### src/sv/frpc_pkg.sv
// ----------------------------------------------------------------------------
// frpc_pkg
// Types and constants shared by the framed packet receiver (CRC-8) modules.
// ----------------------------------------------------------------------------
package frpc_pkg;

    localparam logic [7:0] START_TOKEN = 8'hAB;
    localparam logic [7:0] CRC_SEED    = 8'h8F;
    localparam logic [7:0] CRC_POLY    = 8'h8C;
    localparam logic [7:0] LSB_MASK    = 8'h01;

    localparam logic OP_BYTE = 1'b0;
    localparam logic OP_IDLE = 1'b1;

    localparam logic KIND_PAYLOAD   = 1'b0;
    localparam logic KIND_FRAME_END = 1'b1;

    typedef enum logic [3:0] {
        PH_HUNT  = 4'b0001,
        PH_LEN   = 4'b0010,
        PH_DATA  = 4'b0100,
        PH_CHECK = 4'b1000
    } phase_t;

    typedef struct packed {
        logic       opcode;
        logic [7:0] rx_byte;
    } item_t;

    typedef struct packed {
        logic       kind;
        logic [7:0] payload_byte;
        logic [7:0] byte_index;
        logic [7:0] frame_length;
        logic       crc_ok;
    } result_t;

    typedef struct packed {
        phase_t     phase;
        logic [7:0] declared_length;
        logic [7:0] received_count;
    } status_t;

endpackage

### src/sv/frpc_crc8.sv
// ----------------------------------------------------------------------------
// frpc_crc8
// One-byte update of the reflected CRC-8 (polynomial 0x8C, LSB first).
// ----------------------------------------------------------------------------
module frpc_crc8
    import frpc_pkg::*;
(
    input  logic [7:0] crc_in,
    input  logic [7:0] data_in,
    output logic [7:0] crc_out
);

    always_comb begin
        logic [7:0] c;
        logic [7:0] d;
        c = crc_in;
        d = data_in;
        for (int k = 0; k < 8; k++) begin
            if (((c ^ d) & LSB_MASK) != 8'h00) begin
                c = (c >> 1) ^ CRC_POLY;
            end else begin
                c = c >> 1;
            end
            d = d >> 1;
        end
        crc_out = c;
    end

endmodule

### src/sv/frpc_deframer.sv
// ----------------------------------------------------------------------------
// frpc_deframer
// Frame state machine: token hunt, length, payload and check byte phases.
// Updates its state once per processed transaction.
// ----------------------------------------------------------------------------
module frpc_deframer
    import frpc_pkg::*;
(
    input  logic    aclk,
    input  logic    aresetn,
    input  logic    item_valid,
    input  item_t   item,
    output logic    res_valid,
    output result_t res,
    output status_t status
);

    phase_t     phase_reg, phase_next;
    logic [7:0] len_reg, len_next;
    logic [7:0] count_reg, count_next;
    logic [7:0] crc_reg, crc_next;
    logic [7:0] crc_acc;
    logic [7:0] crc_upd;
    logic [7:0] count_inc;

    assign crc_acc   = (phase_reg == PH_LEN) ? CRC_SEED : crc_reg;
    assign count_inc = count_reg + 8'd1;

    frpc_crc8 u_crc (
        .crc_in  (crc_acc),
        .data_in (item.rx_byte),
        .crc_out (crc_upd)
    );

    always_comb begin
        phase_next = phase_reg;
        len_next   = len_reg;
        count_next = count_reg;
        crc_next   = crc_reg;
        res_valid  = 1'b0;
        res        = '0;
        if (item.opcode == OP_IDLE) begin
            phase_next = PH_HUNT;
        end else begin
            unique case (phase_reg)
                PH_HUNT: begin
                    if (item.rx_byte == START_TOKEN) begin
                        phase_next = PH_LEN;
                    end
                end
                PH_LEN: begin
                    crc_next   = crc_upd;
                    len_next   = item.rx_byte;
                    count_next = 8'd0;
                    phase_next = (item.rx_byte != 8'd0) ? PH_DATA : PH_CHECK;
                end
                PH_DATA: begin
                    crc_next         = crc_upd;
                    res_valid        = 1'b1;
                    res.kind         = KIND_PAYLOAD;
                    res.payload_byte = item.rx_byte;
                    res.byte_index   = count_reg;
                    count_next       = count_inc;
                    if (count_inc == len_reg) begin
                        phase_next = PH_CHECK;
                    end
                end
                PH_CHECK: begin
                    res_valid        = 1'b1;
                    res.kind         = KIND_FRAME_END;
                    res.frame_length = len_reg;
                    res.crc_ok       = (item.rx_byte == crc_reg);
                    phase_next       = PH_HUNT;
                end
                default: begin
                    phase_next = PH_HUNT;
                end
            endcase
        end
    end

    always_ff @(posedge aclk) begin
        if (!aresetn) begin
            phase_reg <= PH_HUNT;
            len_reg   <= 8'd0;
            count_reg <= 8'd0;
            crc_reg   <= 8'd0;
        end else if (item_valid) begin
            phase_reg <= phase_next;
            len_reg   <= len_next;
            count_reg <= count_next;
            crc_reg   <= crc_next;
        end
    end

    assign status.phase           = phase_reg;
    assign status.declared_length = len_reg;
    assign status.received_count  = count_reg;

endmodule

### src/sv/framed_packet_receiver_crc8_top.sv
// ----------------------------------------------------------------------------
// framed_packet_receiver_crc8_top
// Deframes length-prefixed packets with a CRC-8 check from a UART byte stream.
// ----------------------------------------------------------------------------
// Usage:
//   s_ channel: one transaction per received event. s_tuser is the opcode
//   (0 = byte, 1 = line idle), s_tdata carries the received byte.
//   m_ channel: one transaction per payload byte (m_tuser = 0) with its index,
//   and one per check byte (m_tuser = 1) with the declared length and the
//   crc_ok flag. Token, length byte, dropped bytes and idle events give none.
//   Path: an input transaction is held in the input register, then its
//   result in the result register, which drives m_tvalid.
//   Throughput: one transaction per cycle unless a result is stalled; the
//   CRC-8 update and state machine between the registers are combinational.
//   Stall: while m_tready is low and a result is held, an input that makes
//   a result waits in the input register; s_tready drops once it is full.
//   Reset: aresetn low (synchronous) empties both registers and returns the
//   receiver to token hunting with length, count and CRC cleared.
// ----------------------------------------------------------------------------
module framed_packet_receiver_crc8_top
    import frpc_pkg::*;
(
    input  logic        aclk,
    input  logic        aresetn,
    input  logic        s_tvalid,
    output logic        s_tready,
    input  logic [7:0]  s_tdata,   // [7:0] rx_byte
    input  logic        s_tuser,   // [0] opcode
    output logic        m_tvalid,
    input  logic        m_tready,
    output logic [31:0] m_tdata,   // [7:0] payload_byte, [15:8] byte_index,
                                   // [23:16] frame_length, [24] crc_ok
    output logic        m_tuser    // [0] kind
);

    logic    in_valid_reg;
    item_t   in_item_reg;
    logic    out_valid_reg;
    result_t out_res_reg;
    logic    advance;
    logic    res_valid;
    result_t res;
    status_t status;

    frpc_deframer u_deframer (
        .aclk       (aclk),
        .aresetn    (aresetn),
        .item_valid (advance),
        .item       (in_item_reg),
        .res_valid  (res_valid),
        .res        (res),
        .status     (status)
    );

    // an item without a result may move on even while the output is stalled
    assign advance  = in_valid_reg && (!out_valid_reg || m_tready || !res_valid);
    assign s_tready = !in_valid_reg || advance;

    always_ff @(posedge aclk) begin
        if (!aresetn) begin
            in_valid_reg <= 1'b0;
        end else if (s_tready) begin
            in_valid_reg <= s_tvalid;
        end
    end

    always_ff @(posedge aclk) begin
        if (s_tready && s_tvalid) begin
            in_item_reg.opcode  <= s_tuser;
            in_item_reg.rx_byte <= s_tdata;
        end
    end

    always_ff @(posedge aclk) begin
        if (!aresetn) begin
            out_valid_reg <= 1'b0;
        end else if (!out_valid_reg || m_tready) begin
            out_valid_reg <= advance && res_valid;
        end
    end

    always_ff @(posedge aclk) begin
        if ((!out_valid_reg || m_tready) && advance && res_valid) begin
            out_res_reg <= res;
        end
    end

    assign m_tvalid = out_valid_reg;
    assign m_tuser  = out_res_reg.kind;
    assign m_tdata  = {7'd0, out_res_reg.crc_ok, out_res_reg.frame_length,
                       out_res_reg.byte_index, out_res_reg.payload_byte};

`ifndef SYNTHESIS
    a_end_fields_zero: assert property (@(posedge aclk) disable iff (!aresetn)
        (m_tvalid && m_tuser == KIND_FRAME_END) |-> (m_tdata[15:0] == 16'd0))
        else $error("frame-end result carries payload fields");

    a_payload_fields_zero: assert property (@(posedge aclk) disable iff (!aresetn)
        (m_tvalid && m_tuser == KIND_PAYLOAD) |-> (m_tdata[24:16] == 9'd0))
        else $error("payload result carries frame-end fields");

    a_ready_when_empty: assert property (@(posedge aclk) disable iff (!aresetn)
        !in_valid_reg |-> s_tready)
        else $error("input register empty but not ready");

    a_idle_hunts: assert property (@(posedge aclk) disable iff (!aresetn)
        (advance && in_item_reg.opcode == OP_IDLE) |=> (status.phase == PH_HUNT))
        else $error("line idle did not return to hunting");

    a_count_bound: assert property (@(posedge aclk) disable iff (!aresetn)
        (status.phase == PH_DATA) |-> (status.received_count < status.declared_length))
        else $error("payload count ran past declared length");
`endif

endmodule
### config.mk
export PLATFORM = sky130hd
export DESIGN_NAME = framed_packet_receiver_crc8_top
export DESIGN_NICKNAME = d
export VERILOG_FILES = /design/src/sv/frpc_pkg.sv /design/src/sv/frpc_crc8.sv /design/src/sv/frpc_deframer.sv /design/src/sv/framed_packet_receiver_crc8_top.sv
export SDC_FILE = /design/constraint.sdc
export NUM_CORES = 1
export LEC_CHECK = 0
export BUFFER_PORTS_ARGS = -buffer_cell sky130_fd_sc_hd__buf_2
export CORE_MARGIN = 1
export CORE_UTILIZATION = 55
export DETAILED_ROUTE_END_ITERATION = 16
export PLACE_DENSITY = 0.82
export SETUP_SLACK_MARGIN = 0.15
export SLEW_MARGIN = 20
export SYNTH_ARGS = -nofsm -noshare
export SYNTH_HDL_FRONTEND = slang
export SYNTH_SLANG_ARGS = --single-unit
### constraint.sdc
create_clock -name aclk -period 2.4 [get_ports aclk]
set_clock_uncertainty 0.1 [all_clocks]
set_input_delay 0.36 -clock aclk [delete_from_list [all_inputs] [get_ports aclk]]
set_output_delay 0.36 -clock aclk [all_outputs]
set_load 0.005 [all_outputs]
After elaboration in Yosys (flattened, before gate mapping)

Index checks and enable logic that the tools add are counted.

Output and inout bits: 35
Logic and storage cells: 81
Flip-flop bits (word level): 65

Reduce and logical (&&, ||, !) cells: 21
Eq/ne operators: 9
Multiplexer cells: 18
Bitwise logic cells: 19
$add $sub $neg: 1

Operators by type and width:

| kind                                                                   | count |
|---|---|
| 8-bit 2-to-1 mux                                                       | 9 |
| 2-bit NOT with 3-bit output                                            | 8 |
| 8-bit equality test                                                    | 2 |
| 4-bit 2-to-1 mux                                                       | 4 |
| 8-bit case mux with 2 select lines                                     | 1 |
| 4-bit case mux with 3 select lines                                     | 1 |
| 3-bit AND reduction                                                    | 4 |
| 8-bit by 1-bit adder with 8-bit output (second input constant)         | 1 |
| 8-bit equality test (second input constant)                            | 1 |
| 8-bit nonzero test                                                     | 1 |
| 2-bit OR reduction                                                     | 4 |
| 1-bit bitwise XOR                                                      | 8 |
| 3-bit by 2-bit != test with 1-bit output (second input constant)       | 2 |
| 1-bit logical AND                                                      | 5 |
| 4-bit by 1-bit equality test with 1-bit output (second input constant) | 1 |
| 4-bit by 2-bit equality test with 1-bit output (second input constant) | 1 |
| 4-bit by 3-bit equality test with 1-bit output (second input constant) | 1 |
| 4-bit equality test (second input constant)                            | 1 |
| 1-bit zero test                                                        | 3 |
| 1-bit logical OR                                                       | 3 |
| 1-bit 2-to-1 mux                                                       | 3 |
| 1-bit NOT                                                              | 3 |
| 2-bit nonzero test                                                     | 1 |

Longest topological paths before layout

Gate-level depths: netlist of the first run.

Depth after elaboration: 18
Mapped depth: 8
Gate-level depth less buffers: 7

By module

A second synthesis of the first run with hierarchy kept.

Cell total of the unflattened synthesis: 299
Area, all modules: 3188.1 sq um

By module, submodules not included:

| module                          | area each (sq um) | instances | sequential area each (sq um) | cells each |
|---|---|---|---|---|
| frpc_deframer                   | 1725.4            | 1         | 560.5                        | 222 |
| framed_packet_receiver_crc8_top | 1224.9            | 1         | 1091.0                       | 55 |
| frpc_crc8                       | 237.7             | 1         | 0.0                          | 22 |

Least setup slack after synthesis of the first run

No wires, ideal clock.

Path kind: register to register
Start point: register u_deframer.crc_reg[0]
End point: register u_deframer.crc_reg[2]
Arrival time: 1.962 ns
Buffers on the path: 0
Clock period less this slack: 2.184 ns
Setup slack: 0.216 ns
Cell stages (with the launch flop): 7
Cell sequence: dfxtp_1 -> xnor3_1 -> nor2_4 -> xor2_4 -> xnor3_1 -> and4_4 -> a311o_1

Word-level cells in the longest chain between the ends: 13
Elaborated cells on any way between the ends: 17
Those cells by class: mux: 9; bitwise: 8

RTL lines:

| element                                                                                  | RTL line            | RTL |
|---|---|---|
| start: declaration                                                                       | frpc_deframer.sv:21 | `logic [7:0] crc_reg, crc_next;` |
| start signal: assignment                                                                 | frpc_deframer.sv:92 | `crc_reg <= crc_next;` |
| 8-bit 2-to-1 mux (*)                                                                     | frpc_deframer.sv:26 | `assign crc_acc = (phase_reg == PH_LEN) ? CRC_SEED : crc_reg;` |
| 1-bit bitwise XOR (*)                                                                    | frpc_crc8.sv:19     | `if (((c ^ d) & LSB_MASK) != 8'h00) begin` |
| 8-bit 2-to-1 mux (*) (3 in series)                                                       | frpc_crc8.sv:19     |  |
| 1-bit bitwise XOR / 8-bit 2-to-1 mux (equally long branches)                             | frpc_crc8.sv:19     |  |
| 8-bit 2-to-1 mux (*) (3 in series)                                                       | frpc_crc8.sv:19     |  |
| 1-bit bitwise XOR / 8-bit 2-to-1 mux (equally long branches)                             | frpc_crc8.sv:19     |  |
| 8-bit 2-to-1 mux (*)                                                                     | frpc_crc8.sv:19     |  |
| 2-bit NOT with 3-bit output (no source line) / 1-bit bitwise XOR (equally long branches) | --                  |  |
| 8-bit 2-to-1 mux (*)                                                                     | frpc_crc8.sv:19     |  |

Every way passes the cells marked *; elsewhere a longest branch is shown, timed or not.
A chain may end at the register's enable or synchronous reset.

Worst setup path after layout of the first run

Start point: register u_deframer.phase_reg[3]
End point: register u_deframer.crc_reg[2]

Word-level cells in the longest chain between the ends: 14
Elaborated cells on any way between the ends: 34
Those cells by class: eq/ne: 3; mux: 11; bitwise: 14; reduce/logical: 6

RTL lines:

| element                                                                                  | RTL line                                 | RTL |
|---|---|---|
| start: declaration                                                                       | frpc_deframer.sv:18                      | `phase_t phase_reg, phase_next;` |
| start signal: assignment                                                                 | frpc_deframer.sv:89                      | `phase_reg <= phase_next;` |
| 4-bit by 2-bit equality test with 1-bit output                                           | frpc_deframer.sv:26, frpc_deframer.sv:45 |  |
| 8-bit 2-to-1 mux                                                                         | frpc_deframer.sv:26                      |  |
| 1-bit bitwise XOR, or another cell as far along                                          | frpc_crc8.sv:19                          |  |
| 8-bit 2-to-1 mux                                                                         | frpc_crc8.sv:19                          |  |
| 8-bit 2-to-1 mux, or another cell as far along                                           | frpc_crc8.sv:19                          |  |
| 8-bit 2-to-1 mux                                                                         | frpc_crc8.sv:19                          |  |
| 1-bit bitwise XOR, or another cell as far along                                          | frpc_crc8.sv:19                          |  |
| 8-bit 2-to-1 mux                                                                         | frpc_crc8.sv:19                          |  |
| 8-bit 2-to-1 mux, or another cell as far along                                           | frpc_crc8.sv:19                          |  |
| 8-bit 2-to-1 mux                                                                         | frpc_crc8.sv:19                          |  |
| 1-bit bitwise XOR / 8-bit 2-to-1 mux (equally long branches)                             | frpc_crc8.sv:19                          |  |
| 8-bit 2-to-1 mux                                                                         | frpc_crc8.sv:19                          |  |
| 2-bit NOT with 3-bit output (no source line) / 1-bit bitwise XOR (equally long branches) | --                                       |  |
| 8-bit 2-to-1 mux                                                                         | frpc_crc8.sv:19                          |  |

Several ways; a longest one is shown, not always the timed one.

==> results of run 1 <==
-- cell usage after synthesis (4+ instances only) --
cell / instances
and2_1: 25
a21oi_1: 24
nor3_1: 8
xnor3_1: 4
clkbuf_1: 13
and3_1: 6
nand2_1: 26
nor2_1: 26
nand2b_1: 7
xor2_1: 18
o21ai_0: 15
edfxtp_1: 35
a211oi_1: 4
buf_4: 7
nand3_1: 7
xnor2_1: 19
dfxtp_1: 30
-- worst register-to-register path: cells and delay by family, from the launching register on --
| family | cells | cell delay, ns |
|---|---|---|
| flops | 1 | 0.38 |
| simple gates | 3 | 0.54 |
| xor+xnor | 2 | 0.58 |
| buf+inv | 2 | 0.28 |
| compound gates | 1 | 0.25 |
-- final timing paths --
path,start,to
hold reg to reg,u_deframer.phase_reg[1],u_deframer.phase_reg[1]
setup reg to reg,u_deframer.phase_reg[3],u_deframer.crc_reg[2]
setup / recovery,u_deframer.phase_reg[3],u_deframer.crc_reg[2]
hold / removal,s_tdata[4],in_item_reg[4]
-- layer usage --
metal	up-vias	GRT usage, %
met1	1186	30.2
li1	1229	-
met2	99	34.8
met5	-	0
met3	18	6.74
met4	0	10.0
-- area by class of cell --
cell class	count	share of cell area, %
sequential	65	43.2
multi-input combinational	237	40.8
timing repair buffer	59	9.00
clock buffer	9	3.22
tap	75	2.44
clock inverter	7	1.20
inverter	2	0.195
-- cells by family (layout without fill, tap and decap cells) --
family	count (synthesis)	in the layout
flip-flops	65	65
AO/OA/AOI/OAI	57	57
other	1	7
adder cells (fa/ha/maj)	1	1
XOR/XNOR	44	44
AND/OR/NAND/NOR	128	128
buffers and inverters	27	77
-- repair_timing --
item,CTS,global route
setup buffers,0,3
hold buffers,0,0
gates resized for setup,0,13
endpoints found under the setup margin,0,11
-- power groups by stage --
stage / Combinational [mW] / Sequential, mW / Clock (mW)
2_1_floorplan: 0.178 / 1.22 / 0
3_3_place_gp: 0.194 / 1.23 / 0
3_5_place_dp: 0.197 / 1.24 / 0
4_1_cts: 0.198 / 1.21 / 0.816
5_1_grt: 0.215 / 1.21 / 0.872
6_report: 0.199 / 1.21 / 0.811
==> summary.txt, run 1 <==
Outcome
  – Status: complete, no violations

Cells and area
  – Share of cells above drive strength 1: 24.5%
  – Post-route insts no fill: 454
  – Largest register FFs: 25
  – Register area: 1660 sq um
  – Area occupied by multi-input gates: 1570 sq um
  – Post-route cell area: just under 4000 sq um
  – Fin util: 65.4%
  – # fillers: 463
  – ANT cells: 0
  – Most frequent cells in the layout: buf_2, edfxtp_1, nand2_1
  – Area Growth Syn to Fin: 15.4%
  – Final nets: ~390
  – Leading cell type in the layout, fill and taps excluded: buf_2

Routing
  – Post-DRT Antenna Nets: 0
  – Metal-1 WL: about 3000 um
  – Post-Route WL: 6680 um
  – DR WL/cell: 14.7 um
  – DR pass1 iterations: 5
  – Remaining routing DRC violations: 0
  – Highest routed layer: met4
  – Initial drt markers: 235
  – Metal3 WL: 386 um
  – Routed met2 length: 3100 um
  – Via density: 5.58
  – Via count: 2,532

Pwr
  – Switching share of power: 25.5%
  – Worst VDD drop: 0.292 mV
  – Final Power: 2.22 mW
  – Cell area power density: slightly below 600 nW/um^2
  – Sequential power share: 54.6%
  – Psw: 566 uW
  – Internal: 1.66 mW
  – Leak Pwr: 1.42 nW
  – Comb power frac: 9.0%
  – Clk pwr share: 36.5%

Synth
  – Mux contribution to synthesized area: 0%
  – Post-synthesis xor/xnor area fraction: around 14%
  – Area contributors post-synth: edfxtp_1, dfxtp_1, xnor2_1
  – Ys flop type: edfxtp_1
  – Post-synth top area cell: edfxtp_1
  – Number of enable flip-flop cells after synthesis: 35
  – Cell Area, Synth: 3340 sq um
  – Ys async rst share: 0%
  – Syn_area_per_cell: 10.3 sq um
  – Top-area cell type share of the netlist area: between 30% and 40%
  – Compound-cell area share of the yosys netlist: 10.4%
  – Yosys reg bits: 65
  – Yosys warning count: 0
  – Largest family of logic cells by synthesized area: simple AND/OR/NAND/NOR gates
  – Post-Synth Simple-Gate Area: 20.8%
  – Post-Synth Adder-Cell Area: less than 1%
  – Number of cells produced by synthesis: 323
  – Sequential area share after synthesis: 49.5%
  – Synth unique cells: 53

Worst setup path
  – Critical path depth: 8
  – Crit path kind: reg -> reg
  – Critical path endpoint category: flip-flop
  – Startpoint Class: flip-flop
  – Crit path DAT: 2.37 ns
  – Reg2reg setup slack: around 0.17 ns
  – Crit-path slowest cell: dfxtp_4
  – Register-to-Register Path Depth: 8
  – Crit path max fanout: 8
  – Buffers and inverters on the worst path: 2
  – Crit path cell chain: nor4b_4, buf_6, buf_4, nor2_4, xor2_4, xnor3_1, and4_4, a311o_1
  – WP data required: 2.54 ns
  – Cell family with most CP delay: XOR/XNOR gates
  – Max incr delay on CP: 0.38 ns

Timing
  – RSZ-0062 raised after global routing: true
  – Fin Hold WS: 0.0819 ns
  – Max Clk Rate: 449 MHz
  – Least-Margin Pin Slew: between 0.7 and 0.8 ns
  – Final Hold Fails: 0
  – Setup ws final: 0.174 ns
  – Final period utilization: 92.7%
  – Final setup violating endpoints: 0
  – Slew headroom: between 50% and 60%
  – Slew Viols, Final: 0
  – Final TNS setup: 0 ns
  – Fin crit period: 2.23 ns

Place
  – Setup slack at placement: 0.192 ns
  – Post-DP HPWL: 4720 um
  – Post-placement cell area: 3630 sq um
  – IO Port Bufs: 40
  – DP Cell Count: ~440
  – GPL Wtd Cong: between 0.9 and 1

CTS
  – CTS tree: built
  – Clk sink count: 65
  – CTS HTree Levels: 3
  – Clock Path Buffers: 2
  – Worst-path clk slew: 0.08 ns
  – Clock Latency Late Sink: 0.35 ns
  – Total CTS buffers: 9
  – Clk root buf: clkbuf_8

Die
  – Die H: ~80 um
  – Core area: 5890 sq um
  – DIE AREA: between 6000 and 7000 sq um
  – Chip width: 79.9 um
  – Starting Density: 56.7%
  – Row count: 28
  – I/O Pins: 48

GRT
  – Largest net degree at the start of global routing: 27
  – Initial antenna violation count: 0
  – Vias in the first global route: 2,247
  – GRT overflow: 0
  – Tot GR Track Use: 22.9%
  – First-pass GRT wire length: 10,900 um

Min path
  – Hold WC Path Type: in -> reg
  – Hold depth: 1

Run
  – Max-cap viol count: 0
Note: power is estimated with default switching activity, not from simulation.
==> inputs of run 2 (changes only) <==
--- a/config.mk
+++ b/config.mk
@@ -5,6 +5,7 @@
 export SDC_FILE = /design/constraint.sdc
 export NUM_CORES = 1
 export LEC_CHECK = 0
+export ABC_AREA = 1
 export BUFFER_PORTS_ARGS = -buffer_cell sky130_fd_sc_hd__buf_2
 export CORE_MARGIN = 1
 export CORE_UTILIZATION = 55
==> run 2 against run 1 <==
Fmax up 3.1%. Global-route usage increased by 1.8 points. Area after synthesis increased by 0.15%. Via count is 11% higher. Sequential share of layout area grew 0.38 points. Register-to-register slack better by 0.12 ns. Routed wire length up 6.8%. Clock-buffer cell count up 1. Worst setup slack improved by 0.067 ns. Combinational power is 14% lower. Critical endpoint is now s_tready. Largest power group unchanged.
==> summary.txt, run 2 <==
Synth
  – Yosys reg bits: 65 (unchanged)
  – Number of enable flip-flop cells after synthesis: 35 (unchanged)
  – Compound-cell area share of the yosys netlist: 8.61% (was 10.4%)
  – Post-synth top area cell: edfxtp_1 (unchanged)
  – Synth unique cells: 34 (was 53)
  – Sequential area share after synthesis: 49.4% (was 49.5%)
  – Cell Area, Synth: 3340 sq um (about the same)
  – Top-area cell type share of the netlist area: 31.4% (was 31.5%)
  – Largest family of logic cells by synthesized area: simple AND/OR/NAND/NOR gates (unchanged)
  – Post-Synth Simple-Gate Area: 26.1% (was 20.8%)
  – Post-synthesis xor/xnor area fraction: 5.39% (was 14.2%)
  – Syn_area_per_cell: 8.29 sq um (was 10.3 sq um)
  – Ys flop type: edfxtp_1 (unchanged)
  – Most numerous cell in the Yosys netlist: nand2_1 (was edfxtp_1)
  – Area contributors post-synth: edfxtp_1, dfxtp_1, nand2_1 (was edfxtp_1, dfxtp_1, xnor2_1)
  – Number of cells produced by synthesis: 403 (was 323)
  – Post-Synth Adder-Cell Area: 0.374% (was 0.375%)
  – Top cells by instance count after synthesis: nand2_1, inv_1, nor2_1, edfxtp_1, dfxtp_1 (was edfxtp_1, dfxtp_1, nand2_1, nor2_1, and2_1)
  – Yosys warning count: 0 (unchanged)
  – Ys async rst share: 0% (unchanged)
  – Mux contribution to synthesized area: 0% (unchanged)

Cells and area
  – Leading cell type in the layout, fill and taps excluded: nand2_1 (was buf_2)
  – Post-route cell area: 3800 sq um (was 3850 sq um)
  – Area Growth Syn to Fin: 13.6% (was 15.4%)
  – Final nets: 463 (was 388)
  – Share of cells above drive strength 1: 18.9% (was 24.5%)
  – ANT cells: 0 (unchanged)
  – Largest register FFs: 25 (unchanged)
  – Post-route insts no fill: 529 (was 454)
  – Most frequent cells in the layout: nand2_1, inv_1, nor2_1 (was buf_2, edfxtp_1, nand2_1)
  – Fin util: 64.5% (was 65.4%)

Routing
  – Initial drt markers: 186 (was 235)
  – Via count: 2,805 (was 2,532)
  – DR WL/cell: 13.5 um (was 14.7 um)
  – DR pass1 iterations: 7 (was 5)
  – Post-Route WL: 7140 um (was 6680 um)
  – Via density: 5.30 (was 5.58)
  – Remaining routing DRC violations: 0 (unchanged)
  – Post-DRT Antenna Nets: 0 (unchanged)

Place
  – Post-placement cell area: 3580 sq um (was 3630 sq um)
  – IO Port Bufs: 40 (unchanged)
  – GPL Wtd Cong: 0.886 (was 0.934)
  – DP Cell Count: 511 (was 435)
  – Post-DP HPWL: 5070 um (was 4720 um)
  – Setup slack at placement: 0.276 ns (was 0.192 ns)

Die
  – Die H: 80.0 um (was 79.9 um)
  – Row count: 28 (unchanged)
  – DIE AREA: 6390 sq um (was 6380 sq um)
  – Core area: 5890 sq um (unchanged)
  – I/O Pins: 48 (unchanged)
  – Starting Density: 56.8% (was 56.7%)
  – Chip width: 80.0 um (was 79.9 um)

Min path
  – Hold Path End: in_item_reg[5] (was in_item_reg[4])
  – Hold depth: 1 (unchanged)
  – Worst hold start: s_tdata[5] (was s_tdata[4])
  – Hold WC Path Type: in -> reg (unchanged)

GRT
  – GRT overflow: 0 (unchanged)
  – Vias in the first global route: 2,583 (was 2,247)
  – First-pass GRT wire length: 11,700 um (was 10,900 um)
  – Initial antenna violation count: 0 (unchanged)
  – Largest net degree at the start of global routing: 27 (unchanged)
  – Tot GR Track Use: 24.8% (was 22.9%)

Pwr
  – Cell area power density: 577 nW/um^2 (about the same)
  – Worst VDD drop: 0.436 mV (was 0.292 mV)
  – Final Power: 2.19 mW (was 2.22 mW)
  – Leak Pwr: 1.65 nW (was 1.42 nW)

Worst setup path
  – Register-to-Register Path Depth: 11 (was 8)
  – Startpoint Class: flip-flop (unchanged)
  – Crit path max fanout: 3 (was 8)
  – Reg-to-reg startpoint: u_deframer.phase_reg[1] (was u_deframer.phase_reg[3])
  – Reg2reg setup slack: 0.29 ns (was 0.17 ns)
  – Reg2reg end: u_deframer.count_reg[7] (was u_deframer.crc_reg[2])
  – Crit path kind: reg -> out (was reg -> reg)
  – WP data required: 1.94 ns (was 2.54 ns)
  – Critical path endpoint category: primary output (was flip-flop)
  – Crit path DAT: 1.70 ns (was 2.37 ns)

Timing
  – Slew Viols, Final: 0 (unchanged)
  – Final period utilization: 90.0% (was 92.7%)
  – Least-Margin Pin Slew: 0.582 ns (was 0.741 ns)
  – Fin crit period: 2.16 ns (was 2.23 ns)
  – Max Clk Rate: 463 MHz (was 449 MHz)
  – Fin Hold WS: 0.0827 ns (was 0.0819 ns)
  – Final setup violating endpoints: 0 (unchanged)
  – Slew headroom: 61.2% (was 50.5%)
  – RSZ-0062 raised after global routing: false (was true)
  – Setup ws final: 0.241 ns (was 0.174 ns)
  – Final TNS setup: 0 ns (unchanged)
  – Final Hold Fails: 0 (unchanged)

CTS
  – Worst-path clk slew: 0.08 ns (about the same)
  – Total CTS buffers: 9 (unchanged)
  – Clk sink count: 65 (unchanged)
  – Clock Latency Late Sink: 0.35 ns (about the same)
  – CTS tree: built (unchanged)
  – Clk root buf: clkbuf_8 (unchanged)
  – Hold buffers post-CTS: 0 (unchanged)
  – Clock Path Buffers: 2 (unchanged)
  – CTS HTree Levels: 3 (unchanged)

Outcome
  – Status: complete, no violations (unchanged)

Run
  – Max-cap viol count: 0 (unchanged)
==> run 2: cells by family (layout without fill, tap and decap cells) <==
group | after synthesis | count (layout)
and+or+nand+nor | 195 | 195
buffers and inverters | 75 | 120
AOI/OAI and AO/OA | 51 | 51
xor gates and xnor gates | 15 | 15
adders and majority gates | 1 | 1
DFF | 65 | 65
other | 1 | 7
==> run 2: worst max-delay path: stages (launching register included) <==
cell and delay [ns]:
dfxtp_1 0.32, inv_1 0.12, nand2_2 0.11, nor2_2 0.15
nand3_4 0.09, nand2_2 0.11, inv_1 0.05, nor2_1 0.15
nand2_1 0.11, buf_2 0.16
==> run 2: worst max path at each step <==
stage	start	end	cells after the start
finish	u_deframer.phase_reg[1]	s_tready	9
global route	u_deframer.phase_reg[1]	s_tready	9
CTS	u_deframer.phase_reg[2]	s_tready	8
detailed placement	u_deframer.phase_reg[0]	u_deframer.count_reg[7]	11
global placement	u_deframer.phase_reg[0]	u_deframer.count_reg[7]	11
floorplan	u_deframer.phase_reg[1]	m_tdata[0]	9
==> run 2: where the power goes <==
part | internal (mW) | switching, mW
Clock | 0.394 | 0.430
Sequential | 1.18 | 0.0167
Combinational | 0.0595 | 0.113
==> run 2: repair_timing <==
item	4_1_cts	5_1_grt
endpoints found under the setup margin	1	8
pin swaps	2	1
resized for setup	3	3
gates cloned	0	0
buffers inserted	2	0
==> run 2: layout make-up <==
class                   count  area, sq um
clock buffers              10          138
clock inverters             6         33.8
inverters                  60          225
multi-input cells         269         1410
repair buffers             44          243
fillers                   511         2090
flip-flops and latches     65         1650
well taps                  75         93.8
==> run 2: layer usage <==
layer,global-route usage (%),vias up,part of all wire [%]
li1,-,1388,-
met1,31.1,1271,43
met2,40.4,132,47
met3,5.03,14,7.3
met4,12.1,0,2.3
met5,0,-,0
